## config.mk

```make
export PLATFORM = sky130hd
export DESIGN_NAME = base64_stream_decoder_flat
export DESIGN_NICKNAME = d
export VERILOG_FILES = /design/src/sv/b64d_pkg.sv /design/src/sv/b64d_ifs.sv /design/src/sv/b64d_front.sv /design/src/sv/b64d_queue.sv /design/src/sv/b64d_back.sv /design/src/sv/base64_stream_decoder.sv /design/src/flat_wrapper.sv
export VERILOG_INCLUDE_DIRS = /design/src /design/src/sv
export SDC_FILE = /design/constraint.sdc
export NUM_CORES = 1
export LEC_CHECK = 0
export BUFFER_PORTS_ARGS = -buffer_cell sky130_fd_sc_hd__buf_2
export CAP_MARGIN = 20
export CELL_PAD_IN_SITES_DETAIL_PLACEMENT = 0
export CELL_PAD_IN_SITES_GLOBAL_PLACEMENT = 1
export CORE_ASPECT_RATIO = 0.7
export CORE_MARGIN = 2
export CORE_UTILIZATION = 55
export DETAILED_ROUTE_END_ITERATION = 6
export HOLD_SLACK_MARGIN = 0.08
export PLACE_DENSITY_LB_ADDON = 0.1
export SYNTH_ARGS = -nofsm -noshare
export SYNTH_HDL_FRONTEND = slang
export SYNTH_SLANG_ARGS = --single-unit
```

## constraint.sdc

```tcl
create_clock -name clk -period 20.5 [get_ports clk]
set_clock_uncertainty 0.05 [all_clocks]
set_input_delay 2.05 -clock clk [delete_from_list [all_inputs] [get_ports clk]]
set_output_delay 2.05 -clock clk [all_outputs]
set_load 0.005 [all_outputs]
```

## src/sv/assert_macros.svh

```systemverilog
// Assertion macros shared by the decoder modules.
`ifndef ASSERT_MACROS_SVH
`define ASSERT_MACROS_SVH

// The property must hold at every clock edge outside reset.
`define B64D_ASSERT(label, prop) \
    label: assert property (@(posedge clk) disable iff (!rst_n) (prop)) \
        else $error("%m: check failed");

// The condition must never be true at a clock edge outside reset.
`define B64D_ASSERT_NEVER(label, cond) \
    label: assert property (@(posedge clk) disable iff (!rst_n) !(cond)) \
        else $error("%m: forbidden condition seen");

`endif

```

## src/sv/b64d_pkg.sv

```systemverilog
// Shared constants, types and the alphabet lookup of the base64 decoder.
package b64d_pkg;

    localparam int COUNT_WIDTH_DEFAULT = 24;
    localparam int CAP_RESET           = 65535;
    localparam int CHAR_WIDTH          = 8;
    localparam int QUAD_SIZE           = 4;
    localparam int WORD_WIDTH          = 24;
    localparam int QUEUE_DEPTH         = 4;

    localparam logic [7:0] PAD_CHAR    = 8'd61;
    localparam logic [5:0] ALPHA_SIZE  = 6'd26;
    localparam logic [5:0] PLUS_CODE   = 6'(2 * 26 + 10);
    localparam logic [5:0] SLASH_CODE  = 6'(2 * 26 + 11);

    // One decode job handed from the front to the back.
    typedef struct packed {
        logic [WORD_WIDTH-1:0] word;
        logic [1:0]            nbytes;
        logic                  eom;
        logic                  status;
    } job_t;

    // Returns {valid, sextet}; valid is 0 for characters outside the alphabet.
    function automatic logic [6:0] sextet_lookup(input logic [7:0] c);
        logic [6:0] r;
        r = 7'd0;
        if (c inside {[8'd65:8'd90]}) begin
            r = {1'b1, 6'(c - 8'd65)};
        end else if (c inside {[8'd97:8'd122]}) begin
            r = {1'b1, 6'(c - 8'd97) + ALPHA_SIZE};
        end else if (c inside {[8'd48:8'd57]}) begin
            r = {1'b1, 6'(c - 8'd48) + 6'(2 * 26)};
        end else if (c == 8'd43) begin
            r = {1'b1, PLUS_CODE};
        end else if (c == 8'd47) begin
            r = {1'b1, SLASH_CODE};
        end
        return r;
    endfunction

endpackage

```

## src/sv/b64d_ifs.sv

```systemverilog
// Valid/ready stream interfaces for the decoder's input and output channels.
interface b64d_in_if;
    logic                               valid;
    logic                               ready;
    logic [b64d_pkg::CHAR_WIDTH-1:0]    in_char;
    logic                               in_last;

    modport source (output valid, in_char, in_last, input ready);
    modport sink   (input valid, in_char, in_last, output ready);
endinterface

interface b64d_out_if;
    logic       valid;
    logic       ready;
    logic [7:0] out_byte;
    logic       has_byte;
    logic       end_of_message;
    logic       status;

    modport source (output valid, out_byte, has_byte, end_of_message, status, input ready);
    modport sink   (input valid, out_byte, has_byte, end_of_message, status, output ready);
endinterface

```

## src/sv/b64d_front.sv

```systemverilog
// Front end: classifies characters, gathers quads and checks capacity.
`include "assert_macros.svh"

module b64d_front #(
    parameter int COUNT_WIDTH = b64d_pkg::COUNT_WIDTH_DEFAULT
) (
    input  logic                   clk,
    input  logic                   rst_n,
    input  logic                   cfg_we,
    input  logic [COUNT_WIDTH-1:0] cfg_wdata,
    b64d_in_if.sink                in_stream,
    input  logic                   q_full,
    output logic                   push,
    output b64d_pkg::job_t         job
);

    logic [COUNT_WIDTH-1:0] cap_reg, cap_next;
    logic [COUNT_WIDTH-1:0] room_reg, room_next;
    logic [5:0]             store_reg [b64d_pkg::QUAD_SIZE];
    logic [5:0]             store_next [b64d_pkg::QUAD_SIZE];
    logic [1:0]             cnt_reg, cnt_next;
    logic [2:0]             pads_reg, pads_next;
    logic                   bad_reg, bad_next;
    logic                   halted_reg, halted_next;
    logic                   ovf_reg, ovf_next;
    logic                   busy_reg, busy_next;

    logic       fire;
    logic [6:0] lk;
    logic       is_pad;
    logic       kept;
    logic [5:0] store1 [b64d_pkg::QUAD_SIZE];
    logic [2:0] cnt1;
    logic [2:0] pads1;
    logic       bad1;
    logic       full_quad;
    logic       pad_tail;
    logic       finish;
    logic [2:0] fin_pads;
    logic [1:0] len;
    logic       too_big;

    assign in_stream.ready = !q_full;
    assign fire            = in_stream.valid && !q_full;

    always_comb
    begin
        lk     = b64d_pkg::sextet_lookup(in_stream.in_char);
        is_pad = (in_stream.in_char == b64d_pkg::PAD_CHAR);
        kept   = !halted_reg && (is_pad || lk[6]);
        store1 = store_reg;
        cnt1   = {1'b0, cnt_reg};
        pads1  = pads_reg;
        bad1   = bad_reg;
        if (kept)
        begin
            store1[cnt_reg] = is_pad ? 6'd0 : lk[5:0];
            cnt1            = {1'b0, cnt_reg} + 3'd1;
            if (is_pad)
            begin
                pads1 = (pads_reg != 3'd7) ? pads_reg + 3'd1 : pads_reg;
            end
            else
            begin
                // A real character after '=' spoils the quad.
                if (pads_reg != 3'd0)
                begin
                    bad1 = 1'b1;
                end
                pads1 = 3'd0;
            end
        end
        full_quad = (cnt1 == 3'd4);
        // At message end a partial quad is completed with '=' characters.
        pad_tail  = in_stream.in_last && !halted_reg && !full_quad && (cnt1 != 3'd0);
        finish    = full_quad || pad_tail;
        fin_pads  = full_quad ? pads1 : pads1 + (3'd4 - cnt1);
        len       = (!bad1 && fin_pads < 3'd3) ? 2'(3'd3 - fin_pads) : 2'd0;
        too_big   = finish && (COUNT_WIDTH'(len) > room_reg);

        job.word   = {store1[0], store1[1], store1[2], store1[3]};
        job.nbytes = (finish && !too_big) ? len : 2'd0;
        job.eom    = in_stream.in_last;
        job.status = ovf_reg || too_big;
        push       = fire && (in_stream.in_last || (finish && !too_big && len != 2'd0));
    end

    always_comb
    begin
        cap_next    = cap_reg;
        room_next   = room_reg;
        store_next  = store_reg;
        cnt_next    = cnt_reg;
        pads_next   = pads_reg;
        bad_next    = bad_reg;
        halted_next = halted_reg;
        ovf_next    = ovf_reg;
        busy_next   = busy_reg;
        if (cfg_we)
        begin
            cap_next = cfg_wdata;
            // The running count only follows a new capacity between messages.
            if (!busy_reg)
            begin
                room_next = cfg_wdata;
            end
        end
        if (fire)
        begin
            if (in_stream.in_last)
            begin
                room_next   = cap_next;
                store_next  = '{default: 6'd0};
                cnt_next    = 2'd0;
                pads_next   = 3'd0;
                bad_next    = 1'b0;
                halted_next = 1'b0;
                ovf_next    = 1'b0;
                busy_next   = 1'b0;
            end
            else
            begin
                busy_next = 1'b1;
                if (finish)
                begin
                    store_next = '{default: 6'd0};
                    cnt_next   = 2'd0;
                    pads_next  = 3'd0;
                    bad_next   = 1'b0;
                    if (too_big)
                    begin
                        halted_next = 1'b1;
                        ovf_next    = 1'b1;
                    end
                    else
                    begin
                        room_next = room_reg - COUNT_WIDTH'(len);
                        if (len != 2'd3)
                        begin
                            halted_next = 1'b1;
                        end
                    end
                end
                else
                begin
                    store_next = store1;
                    cnt_next   = cnt1[1:0];
                    pads_next  = pads1;
                    bad_next   = bad1;
                end
            end
        end
    end

    always_ff @(posedge clk or negedge rst_n)
    begin
        if (!rst_n)
        begin
            cap_reg    <= COUNT_WIDTH'(b64d_pkg::CAP_RESET);
            room_reg   <= COUNT_WIDTH'(b64d_pkg::CAP_RESET);
            store_reg  <= '{default: 6'd0};
            cnt_reg    <= 2'd0;
            pads_reg   <= 3'd0;
            bad_reg    <= 1'b0;
            halted_reg <= 1'b0;
            ovf_reg    <= 1'b0;
            busy_reg   <= 1'b0;
        end
        else
        begin
            cap_reg    <= cap_next;
            room_reg   <= room_next;
            store_reg  <= store_next;
            cnt_reg    <= cnt_next;
            pads_reg   <= pads_next;
            bad_reg    <= bad_next;
            halted_reg <= halted_next;
            ovf_reg    <= ovf_next;
            busy_reg   <= busy_next;
        end
    end

    `B64D_ASSERT(a_end_clears, (fire && in_stream.in_last) |=> (!busy_reg && cnt_reg == 2'd0))
    `B64D_ASSERT_NEVER(a_halted_holds_chars, halted_reg && cnt_reg != 2'd0)

endmodule

```

## src/sv/b64d_queue.sv

```systemverilog
// Short job queue between the front end and the byte emitter.
`include "assert_macros.svh"

module b64d_queue #(
    parameter int DEPTH = b64d_pkg::QUEUE_DEPTH
) (
    input  logic           clk,
    input  logic           rst_n,
    input  logic           push,
    input  b64d_pkg::job_t push_job,
    input  logic           pop,
    output b64d_pkg::job_t head_job,
    output logic           empty,
    output logic           full
);

    localparam int PW = (DEPTH > 1) ? $clog2(DEPTH) : 1;
    localparam int CW = $clog2(DEPTH + 1);

    b64d_pkg::job_t  slots_reg [DEPTH];
    logic [PW-1:0]   wr_ptr_reg, wr_ptr_next;
    logic [PW-1:0]   rd_ptr_reg, rd_ptr_next;
    logic [CW-1:0]   count_reg, count_next;

    assign empty    = (count_reg == CW'(0));
    assign full     = (count_reg == CW'(DEPTH));
    assign head_job = slots_reg[rd_ptr_reg];

    always_comb
    begin
        wr_ptr_next = wr_ptr_reg;
        rd_ptr_next = rd_ptr_reg;
        count_next  = count_reg;
        if (push)
        begin
            wr_ptr_next = (wr_ptr_reg == PW'(DEPTH - 1)) ? PW'(0) : wr_ptr_reg + PW'(1);
        end
        if (pop)
        begin
            rd_ptr_next = (rd_ptr_reg == PW'(DEPTH - 1)) ? PW'(0) : rd_ptr_reg + PW'(1);
        end
        if (push && !pop)
        begin
            count_next = count_reg + CW'(1);
        end
        else if (pop && !push)
        begin
            count_next = count_reg - CW'(1);
        end
    end

    always_ff @(posedge clk)
    begin
        if (push)
        begin
            slots_reg[wr_ptr_reg] <= push_job;
        end
    end

    always_ff @(posedge clk or negedge rst_n)
    begin
        if (!rst_n)
        begin
            wr_ptr_reg <= PW'(0);
            rd_ptr_reg <= PW'(0);
            count_reg  <= CW'(0);
        end
        else
        begin
            wr_ptr_reg <= wr_ptr_next;
            rd_ptr_reg <= rd_ptr_next;
            count_reg  <= count_next;
        end
    end

    `B64D_ASSERT_NEVER(a_push_when_full, push && full)
    `B64D_ASSERT_NEVER(a_pop_when_empty, pop && empty)
    `B64D_ASSERT(a_count_bound, count_reg <= CW'(DEPTH))

endmodule

```

## src/sv/b64d_back.sv

```systemverilog
// Back end: turns queued jobs into byte beats and the end-of-message beat.
`include "assert_macros.svh"

module b64d_back (
    input  logic           clk,
    input  logic           rst_n,
    input  b64d_pkg::job_t head_job,
    input  logic           empty,
    output logic           pop,
    b64d_out_if.source     out_stream
);

    logic [1:0] beat_reg, beat_next;
    logic       valid_reg, valid_next;
    logic [7:0] byte_reg, byte_next;
    logic       has_reg, has_next;
    logic       eom_reg, eom_next;
    logic       status_reg, status_next;
    logic       take;

    assign out_stream.valid          = valid_reg;
    assign out_stream.out_byte       = byte_reg;
    assign out_stream.has_byte       = has_reg;
    assign out_stream.end_of_message = eom_reg;
    assign out_stream.status         = status_reg;

    // The output register refills whenever it is empty or being drained and a job is queued.
    assign take = (!valid_reg || out_stream.ready) && !empty;

    always_comb
    begin
        pop         = 1'b0;
        beat_next   = beat_reg;
        byte_next   = byte_reg;
        has_next    = has_reg;
        eom_next    = eom_reg;
        status_next = status_reg;
        valid_next  = out_stream.ready ? 1'b0 : valid_reg;
        if (take)
        begin
            valid_next = 1'b1;
            if (beat_reg < head_job.nbytes)
            begin
                case (beat_reg)
                    2'd0:    byte_next = head_job.word[23:16];
                    2'd1:    byte_next = head_job.word[15:8];
                    default: byte_next = head_job.word[7:0];
                endcase
                has_next    = 1'b1;
                eom_next    = 1'b0;
                status_next = 1'b0;
                if (beat_reg == head_job.nbytes - 2'd1 && !head_job.eom)
                begin
                    pop       = 1'b1;
                    beat_next = 2'd0;
                end
                else
                begin
                    beat_next = beat_reg + 2'd1;
                end
            end
            else
            begin
                byte_next   = 8'd0;
                has_next    = 1'b0;
                eom_next    = 1'b1;
                status_next = head_job.status;
                pop         = 1'b1;
                beat_next   = 2'd0;
            end
        end
    end

    always_ff @(posedge clk or negedge rst_n)
    begin
        if (!rst_n)
        begin
            beat_reg  <= 2'd0;
            valid_reg <= 1'b0;
        end
        else
        begin
            beat_reg  <= beat_next;
            valid_reg <= valid_next;
        end
    end

    always_ff @(posedge clk)
    begin
        byte_reg   <= byte_next;
        has_reg    <= has_next;
        eom_reg    <= eom_next;
        status_reg <= status_next;
    end

    `B64D_ASSERT(a_end_beat_empty, (valid_reg && eom_reg) |-> (!has_reg && byte_reg == 8'd0))

endmodule

```

## src/sv/base64_stream_decoder.sv

```systemverilog
// Top level of the streaming base64 decoder.
// Takes one source character per cycle unless the four-entry job queue between the front
// end and the byte emitter is full, which is the only thing that drops ready. The emitter
// sends one beat per cycle while the queue holds a job and ready is high: up to three
// byte beats per completed quad, plus one end beat per message, so ordinary base64 text
// (three bytes per four characters) flows at full input rate. A result passes through
// the job queue and the emitter's output register. Output_capacity is written through
// cfg_we and cfg_wdata and applies to the next message if the current one has begun.
module base64_stream_decoder #(
    parameter int COUNT_WIDTH = b64d_pkg::COUNT_WIDTH_DEFAULT
) (
    input  logic                   clk,
    input  logic                   rst_n,
    input  logic                   cfg_we,
    input  logic [COUNT_WIDTH-1:0] cfg_wdata,
    b64d_in_if.sink                in_stream,
    b64d_out_if.source             out_stream
);

    logic           push;
    logic           pop;
    logic           q_empty;
    logic           q_full;
    b64d_pkg::job_t push_job;
    b64d_pkg::job_t head_job;

    b64d_front #(
        .COUNT_WIDTH (COUNT_WIDTH)
    ) u_front (
        .clk       (clk),
        .rst_n     (rst_n),
        .cfg_we    (cfg_we),
        .cfg_wdata (cfg_wdata),
        .in_stream (in_stream),
        .q_full    (q_full),
        .push      (push),
        .job       (push_job)
    );

    b64d_queue #(
        .DEPTH (b64d_pkg::QUEUE_DEPTH)
    ) u_queue (
        .clk      (clk),
        .rst_n    (rst_n),
        .push     (push),
        .push_job (push_job),
        .pop      (pop),
        .head_job (head_job),
        .empty    (q_empty),
        .full     (q_full)
    );

    b64d_back u_back (
        .clk        (clk),
        .rst_n      (rst_n),
        .head_job   (head_job),
        .empty      (q_empty),
        .pop        (pop),
        .out_stream (out_stream)
    );

endmodule
```

## src/flat_wrapper.sv

```systemverilog
// flat-port wrapper written by rule: the top's interface ports become plain ports
module base64_stream_decoder_flat 
#(
    parameter int COUNT_WIDTH = b64d_pkg::COUNT_WIDTH_DEFAULT
)
  (clk, rst_n, cfg_we, cfg_wdata, in_stream_valid, in_stream_in_char, in_stream_in_last, in_stream_ready, out_stream_valid, out_stream_out_byte, out_stream_has_byte, out_stream_end_of_message, out_stream_status, out_stream_ready);
  b64d_in_if in_stream_i ();
  b64d_out_if out_stream_i ();
  input  logic clk;
  input  logic rst_n;
  input  logic cfg_we;
  input  logic [COUNT_WIDTH-1:0] cfg_wdata;
  input wire logic [$bits(in_stream_i.valid)-1:0] in_stream_valid;
  input wire logic [$bits(in_stream_i.in_char)-1:0] in_stream_in_char;
  input wire logic [$bits(in_stream_i.in_last)-1:0] in_stream_in_last;
  output wire logic [$bits(in_stream_i.ready)-1:0] in_stream_ready;
  output wire logic [$bits(out_stream_i.valid)-1:0] out_stream_valid;
  output wire logic [$bits(out_stream_i.out_byte)-1:0] out_stream_out_byte;
  output wire logic [$bits(out_stream_i.has_byte)-1:0] out_stream_has_byte;
  output wire logic [$bits(out_stream_i.end_of_message)-1:0] out_stream_end_of_message;
  output wire logic [$bits(out_stream_i.status)-1:0] out_stream_status;
  input wire logic [$bits(out_stream_i.ready)-1:0] out_stream_ready;
  assign in_stream_i.valid = in_stream_valid;
  assign in_stream_i.in_char = in_stream_in_char;
  assign in_stream_i.in_last = in_stream_in_last;
  assign in_stream_ready = in_stream_i.ready;
  assign out_stream_valid = out_stream_i.valid;
  assign out_stream_out_byte = out_stream_i.out_byte;
  assign out_stream_has_byte = out_stream_i.has_byte;
  assign out_stream_end_of_message = out_stream_i.end_of_message;
  assign out_stream_status = out_stream_i.status;
  assign out_stream_i.ready = out_stream_ready;
  base64_stream_decoder #(.COUNT_WIDTH(COUNT_WIDTH)) u_core (.clk(clk), .rst_n(rst_n), .cfg_we(cfg_we), .cfg_wdata(cfg_wdata), .in_stream(in_stream_i), .out_stream(out_stream_i));
endmodule
```

**Word-level counts from Yosys, hierarchy flattened**

Memory sizes are Yosys's and may differ from the RTL's.
Cells that the tools add are included.

- Word-level logic and storage cells: 166
- Input port bits: 38
- Bits in writable memories: 112
- Memories kept: 1
- Output and inout bits: 13
- Bits in registers: 102

Memory list:

| memory | words | width | read ports | clocked after memory_dff | write ports | line | RTL |
|---|---|---|---|---|---|---|---|
| u_core.u_queue.slots_reg | 4 | 28 | 1 | 0 | 1 | b64d_queue.sv:20 | `b64d_pkg::job_t slots_reg [DEPTH];` |

- Bitwise gates (word level): 1
- Order comparisons: 11
- Reduce and logical (&&, ||, !) cells: 45
- Add/sub/neg operators: 17
- Eq/ne operators: 11
- Multiplexer cells: 59

Operators with widths:

| operator | number |
|---|---|
| 2-to-1 mux 24 bit | 10 |
| 2-to-1 mux 7 bit | 5 |
| 2-to-1 mux 3 bit | 9 |
| bitwise mux 24 bit | 1 |
| equality test 8 x 6 -> 1 bit (second input constant) | 3 |
| > comparator 2 x 24 -> 1 bit | 1 |
| subtractor 24 x 2 -> 24 bit | 1 |
| 2-to-1 mux 1 bit | 22 |
| logical AND 1 bit | 18 |
| greater-or-equal comparator 8 x 7 -> 1 bit (second input constant) | 2 |
| <= comparator 8 x 7 -> 1 bit (second input constant) | 2 |
| 2-to-1 mux 2 bit | 8 |
| one-hot mux 8 bit (2 select lines) | 1 |
| demux 6 bit (select 2 bit) | 1 |
| 2-to-1 mux 6 bit | 2 |
| subtractor 6 bit (second input constant) | 2 |
| zero test 1 bit | 10 |
| nonzero test 2 bit | 5 |
| nonzero test 3 bit | 3 |
| greater-or-equal comparator 8 x 6 -> 1 bit (second input constant) | 1 |
| <= comparator 8 x 6 -> 1 bit (second input constant) | 1 |
| adder 2 x 1 -> 2 bit (second input constant) | 3 |
| adder 3 x 1 -> 3 bit (second input constant) | 2 |
| adder 6 x 5 -> 6 bit (second input constant) | 1 |
| other kinds (23) | 30 |

**Logic depth before layout (Yosys ltp)**

- Depth in word-level cells: 26
- Depth in mapped cells: 36
- Mapped depth without buffers: 35

**Modules after synthesis**

Synthesis repeated with hierarchy kept, for this count alone.

- Cells, all modules: 828
- Area, all modules: 10737.8 µm²

Modules (own cells, without submodules):

| module | area each (µm²) | instances | sequential area each (µm²) | cells an instance |
|---|---|---|---|---|
| b64d_front | 5551.6 | 1 | 2067.0 | 581 |
| b64d_queue | 4456.8 | 1 | 3538.4 | 183 |
| b64d_back | 729.4 | 1 | 405.4 | 64 |

**Worst setup path before layout**

No wires, ideal clock.

- Path type: in2reg
- Start: in in_stream_in_char[2]
- End: mem u_core.u_queue.slots_reg[3][0] in the netlist's numbering, enable pin
- Library setup time: 0.413 ns
- Path buffers: 2
- Data arrival time: 8.321 ns
- Cell stages on the path: 28
- Slack: 11.717 ns
- Required time: 20.037 ns
- Cell sequence: buf_2 -> inv_1 -> ha_1 -> a21o_1 -> and2_1 -> a21o_1 -> a21oi_1 -> buf_2 -> nor2_1 -> a21oi_1 -> ha_1 -> ha_1 -> xnor2_1 -> and3_1 -> mux2_2 -> o32ai_2 -> o21ai_2 -> nor4_1 -> ha_1 -> fa_1 -> nor3b_1 -> nor2b_1 -> and3_1 -> a31oi_1 -> nand3_2 -> nor4_4 -> o21ai_4 -> nor2_1

- Cells in the longest elaborated chain, start to end: 24
- Elaborated cells on any way between the ends: 48
- Those cells by class: 3 x add/sub; 8 x order compare; 4 x eq/ne; 14 x mux; 19 x reduce/logical

RTL lines:

| element | line | RTL |
|---|---|---|
| from (decl) | flat_wrapper.sv:14 | `input wire logic [$bits(in_stream_i.in_char)-1:0] in_stream_in_char;` |
| branches (longest 19 deep; another with greater-or-equal comparator 8 x 6 -> 1 bit) | -- |  |
| logical AND 1 bit * | b64d_front.sv:85 | `push = fire && (in_stream.in_last \|\| (finish && !too_big && len != 2'd0));` |
| logical OR 1 bit * | b64d_front.sv:85 |  |
| logical AND 1 bit * | b64d_front.sv:85 |  |
| 2-to-1 mux 1 bit * | b64d_queue.sv:54 | `if (push)` |
| 2-to-1 mux 1 bit (not written as such) * | b64d_queue.sv:56 | `slots_reg[wr_ptr_reg] <= push_job;` |
| to (decl) | b64d_queue.sv:20 |  |

Mark *: on every way between the ends.

**Worst setup path in the final report**

- Start: in in_stream_in_char[2]
- End: reg u_core.u_queue.count_reg[1]

- Elaborated cells on any way between the ends: 51
- Those cells by class: 3 x add/sub; 8 x order compare; 4 x eq/ne; 13 x mux; 23 x reduce/logical

RTL lines:

| element | line | RTL |
|---|---|---|
| branches (longest 19 deep; another with greater-or-equal comparator 8 x 6 -> 1 bit) | -- |  |
| logical AND 1 bit * | b64d_front.sv:85 |  |
| logical OR 1 bit * | b64d_front.sv:85 |  |
| logical AND 1 bit * | b64d_front.sv:85 |  |
| via u_core.push | base64_stream_decoder.sv:20 | `logic push;` |
| logical AND 1 bit * | b64d_queue.sv:42 | `if (push && !pop)` |
| 2-to-1 mux 3 bit * | b64d_queue.sv:42 |  |
| via u_core.u_queue.count_next[1] | b64d_queue.sv:23 | `logic [CW-1:0] count_reg, count_next;` |
| to (signal assigned) | b64d_queue.sv:72 | `count_reg <= count_next;` |
| to (decl) | b64d_queue.sv:23 |  |

Mark *: on every way through the listed nets, which the timed path passes.
A chain may end at the register's enable or synchronous reset.

==> summary.txt <==
Setup bufs post-CTS = 0
Post-cts resize count = 0
Fmax = 0.102 GHz
Number of buffers created by CTS = 22
CP max FO = 28
Share of total power consumed by net switching = 33.2%
Classification of the worst-slack hold path = reg2reg
Final nets = 950
Most common library cell in the layout ignoring fill and taps = edfxtp_1
DIE AREA = 20700 µm²
Slew at the pin closest to its max-slew limit = 1.09 ns
Slew Viols, Final = 0
Post-route design area = 12000 µm²
Distinct cell type count of the synthesized netlist = 69
Arr. time, crit path = 10.09 ns
Iteration-0 DRC Markers = 693
Clock tree from TritonCTS = yes
Reg2Reg Depth = 25
Post-layout min period = 9.76 ns
Clock sink count = 214
Worst setup path start = in_stream_in_char[2]
Number of global-route vias before repair = 7120
Largest incremental delay on the critical path = 0.88 ns
Dominant cell type by area after synthesis = edfxtp_1
Power Density = 132 nW/µm²
Clock insertion delay at the later pin of the skew report = 0.50 ns
Starting density of the core = 56.4%
Number of I/O port buffers = 50
Row Count = 42
Count of H-tree levels built during CTS = 1
Clk slew on worst S/H paths = 0.06 ns
Crit path max-delay cell type = a21oi_1
Max Cap Violations = 0
Number of ports placed on the die boundary = 51
Final core utilization = 63.2%
Fillers = 1486
Count of nets left with antenna violations after detail routing = 0
Clock group share of total power = 26.6%
Final period util = 47.6%
Total via count after detailed routing = 7079
Maximum vdd ir drop = 119 µV
Hold bufs inserted after CTS = 0
Critical path launch point type = input port
Switching power = 527 µW
Area contributors post-synth = edfxtp_1 (34%), dfrtp_1 (14%), dfstp_2 (7.8%)
Outcome = completed
Area delta synth->final = 12.1%
Average wire per cell in the routed design = 21.3 µm
Buffer levels on the longest clock path = 3
Number of enable flip-flop cells after synthesis = 123
Worst reg-to-reg setup slack = 12.89 ns
Total placed instance area = 11300 µm²
Count of endpoints failing setup in the final report = 0
CORE AREA = 19000 µm²
Max transition margin = 26.7%
Internal = 1.06 mW
Fraction of layout cells with a size suffix above 1 = 25.8%
Kind of end point of the critical path = register
Overall global routing resource usage = 25.1%
Die W = 171 µm
Final Hold Viols = 0
Top-area cell type share of the netlist area = 34.4%
CP most frequent cell = ha_1
Post-Synthesis Net Count = 908
Clock Root Buffer = clkbuf_16
Finished Layout Cells = 1161
HPWL after detailed placement = 16.7 mm
Final GP Congestion = 0.850
Critical path endpoint = u_core.u_queue.count_reg[1]
Reg-to-reg critical path startpoint = u_core.u_front.halted_reg
Remaining routing DRC violations = 0
Largest net degree at the start of global routing = 56
Leakage power of the design = 4.60 nW
Unrepaired setup endpoints after global routing = false
Final worst slack = 10.74 ns
Multi-input gate area = 4460 µm²
Die Height = 121 µm
Proportion of synthesized chip area in sequential cells = 56.0%
Overall Power = 1.59 mW
Final routed wirelength across all metal layers = 24.7 mm
Post-synth design cell area = 10700 µm²
Register area = 6010 µm²
Wire length of the first global-routing pass = 40.1 mm
Setup TNS = 0 ns
Sum of overflow across all layers after global routing = 0
Top library cells by usage in the layout, fill and taps aside = edfxtp_1 (123), nand2_1 (75), dfrtp_1 (58), buf_2 (49), mux2_2 (47)
Yosys Warn Count = 0
Share of flip-flops with an asynchronous set or reset = 42.5%
Category of the critical setup timing path = in2reg
Share of total power in combinational logic = 33.7%
Antenna cells = 0
Minimum setup slack after placement = 10.27 ns
Critical path data required time = 20.83 ns
Synthesized flop and latch total = 214
Total placed cells including tap cells = 1121
Critical register-to-register path endpoint = u_core.u_queue.count_reg[1]
Initial antenna violation count = 0
Number of vias per cell after detailed routing = 6.10
Mean post-synth cell area = 12.8 µm²
DR pass1 iterations = 5
Main synth FF type = edfxtp_1
Relative contribution of sequential cells to total power = 39.7%
Flip-flop count of the largest register, all copies and words added = 112
Worst hold margin = 0.449 ns
Post-Syn Instances = 839
## power groups by stage
| stage | Clock [mW] | Combinational, mW | Sequential [mW] |
|---|---|---|---|
| after floorplan | 0 | 0.394 | 0.622 |
| after global placement | 0 | 0.520 | 0.629 |
| after detailed placement | 0 | 0.533 | 0.636 |
| after CTS | 0.429 | 0.537 | 0.629 |
| after global routing | 0.450 | 0.589 | 0.640 |
| final | 0.423 | 0.535 | 0.630 |
## how the worst min path moves through the flow
stage / from / slack (ns) / end / cells past startpoint
after global placement: u_core.u_front.store_reg[5] / 0.42 / u_core.u_front.store_reg[5] / 2
after global routing: u_core.u_front.cap_reg[16] / 0.46 / u_core.u_front.cap_reg[16] / 1
after detailed placement: u_core.u_front.cap_reg[17] / 0.43 / u_core.u_front.cap_reg[17] / 1
final: u_core.u_front.cap_reg[17] / 0.45 / u_core.u_front.cap_reg[17] / 1
after CTS: u_core.u_front.cap_reg[17] / 0.45 / u_core.u_front.cap_reg[17] / 1
after floorplan: u_core.u_front.busy_reg / 0.40 / u_core.u_front.busy_reg / 2
## kinds of logic after synthesis
kind of cell | Yosys count | share of synthesized area (%)
DFF | 214 | 56.0
xor gates and xnor gates | 39 | 3.18
and+or+nand+nor | 190 | 8.80
adders and majority gates | 31 | 3.75
AOI/OAI and AO/OA | 191 | 12.4
muxes | 98 | 13.0
buffers and inverters | 76 | 2.84
## cells in the mapped netlist, types with 28 or more instances
| cell type | n |
|---|---|
| a22o_1 | 42 |
| a21oi_1 | 43 |
| mux4_2 | 28 |
| nand2_1 | 76 |
| edfxtp_1 | 123 |
| inv_1 | 32 |
| nor2_1 | 39 |
| dfrtp_1 | 59 |
| dfstp_2 | 32 |
| ha_1 | 29 |
| o21ai_0 | 37 |
| mux2_2 | 47 |
## metal layers
metal	GRT usage, %	part of all wire [%]	up-vias
li1	-	-	3239
met1	38.9	48	3574
met2	37.5	45	239
met3	4.37	6.4	27
met4	4.82	1.3	0
met5	0	0	-
## layout make-up
type / instances / share of cell area (%)
Clock inverter: 15 / 1.56
Sequential cell: 214 / 50.0
Multi-Input combinational cell: 549 / 37.1
Timing Repair Buffer: 61 / 2.79
Tap cell: 264 / 2.75
Inverter: 33 / 1.03
Clock buffer: 25 / 4.85
## critical path, delay by kind of cell
kind | cells | cell delay (ns)
AOI/OAI and AO/OA | 7 | 2.09
adders and majority gates | 7 | 1.93
muxes | 2 | 0.55
and+or+nand+nor | 10 | 2.58
buffers and inverters | 3 | 0.36
xor gates and xnor gates | 1 | 0.52
(Power assumes the default switching activity.)
